**config.mk**
```make
export PLATFORM = sky130hd
export DESIGN_NAME = worst_fit_block_allocator
export DESIGN_NICKNAME = d
export VERILOG_FILES = /design/src/rtl/core/wfa_pkg.sv /design/src/rtl/core/wfa_size_ram.sv /design/src/rtl/core/wfa_ctrl.sv /design/src/rtl/core/worst_fit_block_allocator.sv
export SDC_FILE = /design/constraint.sdc
export NUM_CORES = 1
export LEC_CHECK = 0
export ABC_AREA = 1
export BUFFER_PORTS_ARGS = -buffer_cell sky130_fd_sc_hd__buf_2
export CORE_ASPECT_RATIO = 1.25
export CORE_UTILIZATION = 60
export CTS_BUF_LIST = sky130_fd_sc_hd__clkbuf_8
export CTS_CLUSTER_SIZE = 10
export DETAILED_ROUTE_END_ITERATION = 12
export GPL_ROUTABILITY_DRIVEN = 1
export PLACE_DENSITY_LB_ADDON = 0.05
export SETUP_SLACK_MARGIN = 0.02
export SLEW_MARGIN = 40
export SYNTH_ARGS = -nofsm -noshare
export SYNTH_HDL_FRONTEND = slang
export SYNTH_SLANG_ARGS = --single-unit
```
**constraint.sdc**
```tcl
create_clock -name clock -period 4.15 [get_ports clock]
set_clock_uncertainty 0.1 [all_clocks]
set_input_delay 0.83 -clock clock [delete_from_list [all_inputs] [get_ports clock]]
set_output_delay 0.83 -clock clock [all_outputs]
set_load 0.03 [all_outputs]
```
**src/rtl/core/wfa_pkg.sv**
```systemverilog
`default_nettype none
package wfa_pkg;

   localparam int MAX_BLOCKS = 16;
   localparam int SIZE_BITS  = 16;

   localparam int IDX_BITS = (MAX_BLOCKS > 1) ? $clog2(MAX_BLOCKS) : 1;
   localparam int CNT_BITS = $clog2(MAX_BLOCKS + 1);

   localparam logic OP_LOAD    = 1'b0;
   localparam logic OP_REQUEST = 1'b1;

   typedef logic [SIZE_BITS-1:0] size_type;
   typedef logic [IDX_BITS-1:0]  idx_type;
   typedef logic [CNT_BITS-1:0]  cnt_type;

   typedef struct packed {
      logic        opcode;
      logic [15:0] entry_size;
      logic [15:0] request_size;
   } req_type;

   typedef struct packed {
      logic        granted;
      logic [4:0]  block_number;
      logic [15:0] block_size;
      logic [15:0] asked_size;
   } rsp_type;

   typedef struct packed {
      logic    valid;
      rsp_type data;
   } res_type;

   typedef struct packed {
      logic     en;
      idx_type  addr;
      size_type data;
   } ram_wr_type;

   function automatic size_type to_size(logic [15:0] v);
      logic [47:0] w;
      w = {32'd0, v};
      return w[SIZE_BITS-1:0];
   endfunction

   function automatic logic [15:0] from_size(size_type s);
      logic [31:0] w;
      w = 32'(s);
      return w[15:0];
   endfunction

endpackage
`default_nettype wire

```
**src/rtl/core/wfa_size_ram.sv**
```systemverilog
`default_nettype none
module wfa_size_ram (
   input  wire logic                clock,
   input  wire wfa_pkg::ram_wr_type wr,
   input  wire wfa_pkg::idx_type    raddr,
   output wfa_pkg::size_type        rdata
);

   wfa_pkg::size_type mem [wfa_pkg::MAX_BLOCKS];
   wfa_pkg::size_type rdata_ff;

   always_ff @(posedge clock) begin
      if (wr.en) begin
         mem[wr.addr] <= wr.data;
      end
      rdata_ff <= mem[raddr];
   end

   assign rdata = rdata_ff;

endmodule
`default_nettype wire

```
**src/rtl/core/wfa_ctrl.sv**
```systemverilog
`default_nettype none
module wfa_ctrl (
   input  wire logic                clock,
   input  wire logic                reset,
   input  wire logic                req_valid,
   input  wire wfa_pkg::req_type    req_data,
   output logic                     req_stall,
   input  wire logic                out_free,
   output wfa_pkg::res_type         result,
   output wfa_pkg::ram_wr_type      ram_wr,
   output wfa_pkg::idx_type         ram_raddr,
   input  wire wfa_pkg::size_type   ram_rdata
);

   localparam logic [1:0] ST_IDLE   = 2'd0;
   localparam logic [1:0] ST_SCAN   = 2'd1;
   localparam logic [1:0] ST_DRAIN  = 2'd2;
   localparam logic [1:0] ST_FINISH = 2'd3;

   logic [1:0]                      state_ff, state_in;
   wfa_pkg::cnt_type                count_ff, count_in;
   logic [wfa_pkg::MAX_BLOCKS-1:0]  marks_ff, marks_in;
   wfa_pkg::cnt_type                scan_ff, scan_in;
   logic                            rd_pend_ff, rd_pend_in;
   wfa_pkg::idx_type                rd_idx_ff, rd_idx_in;
   logic                            found_ff, found_in;
   wfa_pkg::idx_type                best_idx_ff, best_idx_in;
   wfa_pkg::size_type               best_size_ff, best_size_in;
   wfa_pkg::size_type               ask_ff, ask_in;

   logic        accept;
   logic        take;
   logic        grant;
   logic [31:0] num;

   always_comb begin
      req_stall = (state_ff != ST_IDLE);
      accept    = req_valid && !req_stall;

      ram_wr.en   = accept && (req_data.opcode == wfa_pkg::OP_LOAD)
                    && (count_ff < wfa_pkg::CNT_BITS'(wfa_pkg::MAX_BLOCKS));
      ram_wr.addr = count_ff[wfa_pkg::IDX_BITS-1:0];
      ram_wr.data = wfa_pkg::to_size(req_data.entry_size);
      ram_raddr   = scan_ff[wfa_pkg::IDX_BITS-1:0];

      take  = rd_pend_ff && !marks_ff[rd_idx_ff] && (!found_ff || ram_rdata > best_size_ff);
      grant = found_ff && (ask_ff <= best_size_ff);
      num   = 32'(best_idx_ff) + 32'd1;

      result.valid             = (state_ff == ST_FINISH) && out_free;
      result.data.granted      = grant;
      result.data.block_number = grant ? num[4:0] : 5'd0;
      result.data.block_size   = grant ? wfa_pkg::from_size(best_size_ff) : 16'd0;
      result.data.asked_size   = wfa_pkg::from_size(ask_ff);

      state_in     = state_ff;
      count_in     = count_ff;
      marks_in     = marks_ff;
      scan_in      = scan_ff;
      rd_pend_in   = (state_ff == ST_SCAN);
      rd_idx_in    = scan_ff[wfa_pkg::IDX_BITS-1:0];
      found_in     = found_ff || take;
      best_idx_in  = take ? rd_idx_ff : best_idx_ff;
      best_size_in = take ? ram_rdata : best_size_ff;
      ask_in       = ask_ff;

      if (ram_wr.en) begin
         marks_in[ram_wr.addr] = 1'b0;
         count_in = wfa_pkg::CNT_BITS'(count_ff + 1'b1);
      end

      case (state_ff)
         ST_IDLE: begin
            if (accept && req_data.opcode == wfa_pkg::OP_REQUEST) begin
               scan_in  = '0;
               found_in = 1'b0;
               ask_in   = wfa_pkg::to_size(req_data.request_size);
               state_in = (count_ff == '0) ? ST_FINISH : ST_SCAN;
            end
         end
         ST_SCAN: begin
            scan_in = wfa_pkg::CNT_BITS'(scan_ff + 1'b1);
            if (wfa_pkg::CNT_BITS'(scan_ff + 1'b1) == count_ff) begin
               state_in = ST_DRAIN;
            end
         end
         ST_DRAIN: begin
            state_in = ST_FINISH;
         end
         ST_FINISH: begin
            if (out_free) begin
               if (grant) begin
                  marks_in[best_idx_ff] = 1'b1;
               end
               state_in = ST_IDLE;
            end
         end
         default: begin
            state_in = ST_IDLE;
         end
      endcase
   end

   always_ff @(posedge clock) begin
      if (reset) begin
         state_ff   <= ST_IDLE;
         count_ff   <= '0;
         marks_ff   <= '0;
         rd_pend_ff <= 1'b0;
         found_ff   <= 1'b0;
      end else begin
         state_ff   <= state_in;
         count_ff   <= count_in;
         marks_ff   <= marks_in;
         rd_pend_ff <= rd_pend_in;
         found_ff   <= found_in;
      end
      scan_ff      <= scan_in;
      rd_idx_ff    <= rd_idx_in;
      best_idx_ff  <= best_idx_in;
      best_size_ff <= best_size_in;
      ask_ff       <= ask_in;
   end

   a_count_range: assert property (@(posedge clock) disable iff (reset)
      count_ff <= wfa_pkg::CNT_BITS'(wfa_pkg::MAX_BLOCKS))
      else $error("block count beyond capacity");

   a_read_loaded: assert property (@(posedge clock) disable iff (reset)
      rd_pend_ff |-> (wfa_pkg::CNT_BITS'(rd_idx_ff) < count_ff))
      else $error("scan read past loaded blocks");

   a_grant_free: assert property (@(posedge clock) disable iff (reset)
      (result.valid && result.data.granted) |->
         (!marks_ff[best_idx_ff] && ask_ff <= best_size_ff))
      else $error("grant of allocated or undersized block");

   a_mark_set: assert property (@(posedge clock) disable iff (reset)
      (result.valid && result.data.granted) |=> marks_ff[$past(best_idx_ff)])
      else $error("granted block not marked");

endmodule
`default_nettype wire

```
**src/rtl/core/worst_fit_block_allocator.sv**
```systemverilog
// Load beat: accepted while idle, no result; the next beat can be taken the cycle after.
// Request beat: one size-RAM read per loaded block (N), a drain state for the registered
// read data, then a finish state that decides; N = 0 goes straight to finish. The result
// is registered at the output. No new beat is taken until finish ends, so the serial scan
// sets the rate; a stalled result holds finish. Reset clears block count, allocation marks
// and output valid; the size RAM is not cleared, only loaded entries are considered.
`default_nettype none
module worst_fit_block_allocator (
   input  wire logic             clock,
   input  wire logic             reset,
   input  wire logic             req_valid,
   input  wire wfa_pkg::req_type req_data,
   output logic                  req_stall,
   output logic                  rsp_valid,
   output wfa_pkg::rsp_type      rsp_data,
   input  wire logic             rsp_stall
);

   wfa_pkg::ram_wr_type ram_wr;
   wfa_pkg::idx_type    ram_raddr;
   wfa_pkg::size_type   ram_rdata;
   wfa_pkg::res_type    result;
   logic                out_free;

   logic                rsp_valid_ff;
   wfa_pkg::rsp_type    rsp_data_ff;

   assign out_free = !rsp_valid_ff || !rsp_stall;

   wfa_size_ram u_ram (
      .clock (clock),
      .wr    (ram_wr),
      .raddr (ram_raddr),
      .rdata (ram_rdata)
   );

   wfa_ctrl u_ctrl (
      .clock     (clock),
      .reset     (reset),
      .req_valid (req_valid),
      .req_data  (req_data),
      .req_stall (req_stall),
      .out_free  (out_free),
      .result    (result),
      .ram_wr    (ram_wr),
      .ram_raddr (ram_raddr),
      .ram_rdata (ram_rdata)
   );

   always_ff @(posedge clock) begin
      if (reset) begin
         rsp_valid_ff <= 1'b0;
      end else if (result.valid) begin
         rsp_valid_ff <= 1'b1;
      end else if (!rsp_stall) begin
         rsp_valid_ff <= 1'b0;
      end
      if (result.valid) begin
         rsp_data_ff <= result.data;
      end
   end

   assign rsp_valid = rsp_valid_ff;
   assign rsp_data  = rsp_data_ff;

endmodule
`default_nettype wire
```
# --- Yosys cells after proc, flatten, opt, wreduce, memory -nomap -nowiden ---
# Memories as Yosys holds them, arrays and structs flattened. A register that Yosys moved wholly into a read port is not among the register bits.
# Index checks and enable logic that the tools add are counted.
op_classes:
  add_sub_neg: 3
  eq_ne: 8
  magnitude_cmp: 8
  bitwise_logic: 4
  muxes: 23
  n_reduce_logical: 25
ops:
  columns: ["cell", "n"]
  rows:
  - ["$mux 16", 4]
  - ["$and 16x16->16", 1]
  - ["$gt 16x16->1", 1]
  - ["$le 16x16->1", 1]
  - ["$not 16->16", 1]
  - ["$or 16x16->16", 1]
  - ["$lt 4x5->1 const B", 3]
  - ["$add 5x1->5 const B", 2]
  - ["$logic_and 1x1->1", 10]
  - ["$pmux 5 s2", 1]
  - ["$mux 1", 9]
  - ["$demux 1 s4", 2]
  - ["$ge 4x1->1 const B", 2]
  - ["$mux 2", 4]
  - ["$pmux 2 s4", 1]
  - ["$ne 2x1->1 const B", 3]
  - ["$add 4x1->5 const B", 1]
  - ["$eq 5x5->1", 1]
  - ["$logic_not 1->1", 5]
  - ["$logic_not 5->1", 1]
  - ["$lt 5x5->1 const B", 1]
  - ["$mux 5", 1]
  - ["$bmux 1 s4", 1]
  - ["$eq 2x2->1 const B", 2]
  - ["other kinds (8)", 12]
word_totals:
  output_inout_bits: 40
  ff_bits: 109
  mem_bits_rw: 256
  memories: 1
  word_cells: 87
  in_bits: 37
memory_table:
  columns: ["name", "depth", "width", "read_ports", "rd_clocked_by_memory_dff", "wr", "line_no", "source"]
  rows:
  - ["u_ram.mem", 16, 16, 1, 1, 1, "wfa_size_ram.sv:9", "wfa_pkg::size_type mem [wfa_pkg::MAX_BLOCKS];"]

# --- Longest topological paths before layout ---
logic_depth:
  depth_word: 11
  mapped_depth: 15
  depth_no_buf: 14

# --- Hierarchy ---
# Synthesis repeated with hierarchy kept, for this count alone.
hier_totals:
  cells_unflattened: 1576
  hier_area_um2: 16639.7
by_module_without_submodules:
  columns: ["module", "seq_area_each_um2", "cells_each", "n_inst", "area_each_um2"]
  rows:
  - ["wfa_size_ram", 8007.7, 1074, 1, 11380.9]
  - ["wfa_ctrl", 1811.7, 460, 1, 4078.9]
  - ["worst_fit_block_allocator", 1161.1, 42, 1, 1179.9]

# --- Worst setup path before layout ---
# Ideal clock, no wire load.
synth_timing:
  path_kind: "input -> register"
  startpoint: "input port rsp_stall"
  endpoint: "register u_ctrl.marks_ff[12] in the netlist's numbering"
  n_path_buf: 0
  path_slack_ns: 0.614
  arrival_time_ns: 3.366
  cell_stages: 7
  setup_time_ns: 0.070
  required_time_ns: 3.980
  path_cell_list: "nand2_1 inv_1 nor2_1 inv_1 nor2_1 nand4_1 a21oi_1"
synth_via:
  elab_chain_len: 4
synth_lines:
  columns: ["item", "line_no", "source"]
  rows:
  - ["from (decl)", "worst_fit_block_allocator.sv:16", "input wire logic rsp_stall"]
  - ["$logic_not 1->1", null, null]
  - ["$logic_or 1x1->1", "worst_fit_block_allocator.sv:28", "assign out_free = !rsp_valid_ff || !rsp_stall;"]
  - ["$mux 16", "wfa_ctrl.sv:91", "if (out_free) begin"]
  - ["$mux 16", "wfa_ctrl.sv:72", "case (state_ff)"]
  - ["to (signal assigned)", "wfa_ctrl.sv:114", "marks_ff <= marks_in;"]
  - ["to (decl)", "wfa_ctrl.sv:22", "logic [wfa_pkg::MAX_BLOCKS-1:0] marks_ff, marks_in;"]
# Every way passes these cells.
# A chain may end at the register's enable or synchronous reset.

# --- Worst setup path after layout ---
layout_timing:
  startpoint: "register u_ctrl.ask_ff[15]"
  endpoint: "register rsp_data_ff, in the netlist rsp_data[36] (data pin)"
layout_via:
  elab_chain_len: 2
layout_lines:
  columns: ["item", "line_no", "source"]
  rows:
  - ["from (decl)", "wfa_ctrl.sv:29", "wfa_pkg::size_type ask_ff, ask_in;"]
  - ["from (signal assigned)", "wfa_ctrl.sv:122", "ask_ff <= ask_in;"]
  - ["$le 16x16->1", "wfa_ctrl.sv:47", "grant = found_ff && (ask_ff <= best_size_ff);"]
  - ["$logic_and 1x1->1", "wfa_ctrl.sv:47", null]
  - ["to (signal assigned)", "worst_fit_block_allocator.sv:59", "rsp_data_ff <= result.data;"]
  - ["to (decl)", "worst_fit_block_allocator.sv:26", "wfa_pkg::rsp_type rsp_data_ff;"]
# Every way passes these cells.

==> flow_summary.json <==
{
  "clk_latency_ns": 0.61,
  "setup_viol": 0,
  "met3_usage_pct": 4.28,
  "tightest_slew_ns": 0.819,
  "dpl-instance-area_sq_mm": 0.0164,
  "core_sq_mm": 0.0254,
  "synthArstFlopShare_pct": 0,
  "die_area_sq_mm": 0.0267,
  "cts_inserted_buffers": 57,
  "numPortBuffers": 76,
  "antenna_found_initial": 0,
  "ir_drop_mv": 0.334,
  "cp_cell_sequence": "ha_1, nand2_1, nor3_1, nand3_1, nand2_2, nand2_1, nor3_1",
  "globalRouteMet2Util_pct": 43.3,
  "drv_cap": 0,
  "relSlewSlack_pct": 45.3,
  "slowest_delay_ns": 0.50,
  "avgSynthCellArea_sq_um": 13.3,
  "ys_seq_elements": 381,
  "fp.dieH_um": 182,
  "start_kind": "flop",
  "end_kind": "flop",
  "synth_cell_types": 37,
  "period_needed_ns": 2.63,
  "start_util_pct": 61.5,
  "die_width_um": 146,
  "critical_path.top_delay_family": "simple AND/OR/NAND/NOR gates",
  "final.setup.tns_ns": 0,
  "drive_gt1_share_pct": 15.9,
  "dr_total_vias": 9283,
  "gr-total-overflow": 0,
  "crit_fanout": 22,
  "synth_edf_count": 335,
  "wl_per_cell_um": 19.3,
  "drv_slew": 0,
  "gr-max-usage-layer": "met2",
  "outcome": "complete, no violations",
  "grt_usage_pct": 24.8,
  "cts.sinks": 381,
  "first_pass_iters": 5,
  "criticalPathCategory": "flop to flop",
  "clockBufferDepth": 3,
  "ys_warn_count": 0,
  "antennaDiodeCount": 0,
  "cp.buffers_inverters": 0,
  "postCtsHoldBufs": 0,
  "io-pin-count": 77,
  "syn2layout_area_growth_pct": 12.4,
  "r2r-start": "u_ctrl.ask_ff[15]",
  "yosysSeqAreaShare_pct": 70.4,
  "routed_wirelength_um": 32000,
  "gp_congestion": 0.835,
  "root_buffer": "clkbuf_8",
  "syn_area_sq_mm": 0.0156,
  "final_area_sq_mm": 0.0175,
  "p_per_area_mw_per_mm2": 523,
  "finalCoreUtilization_pct": 69.1,
  "ant_nets": 0,
  "finalCritPeriodShare_pct": 63.4,
  "grt_max_degree": 68,
  "cts_resized": 0,
  "nFillCells": 1806,
  "vias_per_cell": 5.60,
  "syn_inst": 1171,
  "syn-num-nets": 1253,
  "post_cts_buffers": 0,
  "rsz0062_at_grt": "no",
  "grt_pass1_wl_um": 49900,
  "cp.required_ns": 4.48,
  "worstHoldStart": "req_data[8]",
  "use_met1_pct": 31.7,
  "p_leak_nw": 6.59,
  "fmax_mhz": 380,
  "hold_viol": 0,
  "crit_start": "u_ctrl.ask_ff[15]",
  "arrival_ns": 2.96,
  "slowest_stage": "nand2_1",
  "clk_transition_reported_paths_ns": 0.06,
  "cts_tree": "done",
  "drt-initial-drc-count": 702,
  "hold_class": "input port to flop",
  "cts.htree.levels": 2,
  "dpl.hpwl_um": 20100,
  "grt_pass1_vias": 9231,
  "synthFlopType": "edfxtp_1",
  "row_count": 65,
  "drc": 0,
  "nets": 1358
}
## placed cells by master, fill, tap and decap left out, types with 3 or more instances in the layout
cell type and n:
a21oi_1 102, a21oi_2 5, buf_12 4, buf_2 76, buf_4 18, buf_6 3, bufinv_16 3, clkbuf_8 61
clkinv_1 11, clkinv_2 10, dfxtp_1 46, edfxtp_1 335, ha_1 45, inv_1 147, inv_6 3, mux2i_1 64
nand2_1 76, nand3_1 30, nand4_1 21, nor2_1 44, nor2_2 9, nor2_4 8, nor3_1 3, o211ai_1 69
o21ai_0 75, o21ai_1 36, xor2_1 3
## layer usage
| layer | routed length, um | part of all wire (%) |
|---|---|---|
| met1 | 13400 | 42 |
| met2 | 16200 | 51 |
| met3 | 1690 | 5.3 |
| met4 | 681 | 2.1 |
| met5 | 0 | 0 |
## final cells by class
class	instances	area (sq um)	area share, %
Timing Repair Buffer	101	629	3.59
Multi-Input combinational cell	604	3880	22.1
Inverter	131	492	2.80
Sequential cell	381	11000	62.6
Tap cell	335	419	2.39
Clock buffer	61	840	4.79
Clock inverter	46	295	1.68
## report_power, final
part / switching (W) / internal [W]
clock network: 0.00141 / 0.00156
logic: 0.00107 / 0.000544
registers: 0.000137 / 0.00444
total: 0.00262 / 0.00655
## final timing paths
check,to,slack [ns],cells after the start
max,rsp_data[36],1.52,7
min,u_ctrl.ask_ff[8],0.30,1
min reg2reg,u_ctrl.best_size_ff[5],0.33,0
max reg2reg,rsp_data[36],1.52,7
## synth_stat cells, types with 3 or more instances
cell | instances | area, sq um
o21ai_0 | 75 | 375
buf_2 | 13 | 65.1
nand2_1 | 76 | 285
buf_4 | 4 | 30.0
clkbuf_1 | 24 | 90.1
buf_6 | 8 | 90.1
o211ai_1 | 69 | 518
nor2_1 | 61 | 229
nand4_1 | 21 | 131
inv_1 | 129 | 484
a21oi_1 | 103 | 515
mux2i_1 | 64 | 641
buf_8 | 3 | 45.0
a21oi_2 | 4 | 35.0
xor2_1 | 3 | 26.3
o21ai_1 | 36 | 180
ha_1 | 45 | 563
dfxtp_1 | 46 | 921
nand3_1 | 30 | 150
edfxtp_1 | 335 | 10100
nor3_1 | 3 | 15.0
## metrics by stage
step | setup WS, ns | hold slack, ns | instances | total power, W
after floorplan | 0.614 | 0.272 | 1171 | 0.00578
after global placement | 1.26 | 0.316 | 1550 | 0.00621
after detailed placement | 1.22 | 0.329 | 1552 | 0.00627
after CTS | 1.43 | 0.279 | 1659 | 0.00922
after global routing | 1.25 | 0.275 | 1659 | 0.00961
final | 1.52 | 0.301 | 1659 | 0.00916
## flip-flops by register name (all words and copies together), names as in the netlist, 2 cells and up
register	count
rsp_data	38
u_ctrl.ask_ff	16
u_ctrl.best_idx_ff	4
u_ctrl.best_size_ff	16
u_ctrl.count_ff	5
u_ctrl.marks_ff	16
u_ctrl.rd_idx_ff	4
u_ctrl.scan_ff	5
u_ctrl.state_ff	2
u_ram.mem	256
u_ram.rdata	16
## cell families (layout without fill, tap and decap cells)
family	Yosys count	after routing	synth area share, %
flops	381	381	70.4
compound gates	292	292	10.6
simple gates	198	198	5.61
buf+inv	186	339	5.32
mux	64	64	4.11
fa+ha+maj	45	45	3.61
xor+xnor	5	5	0.329
Note: power is estimated with default switching activity, not from simulation.
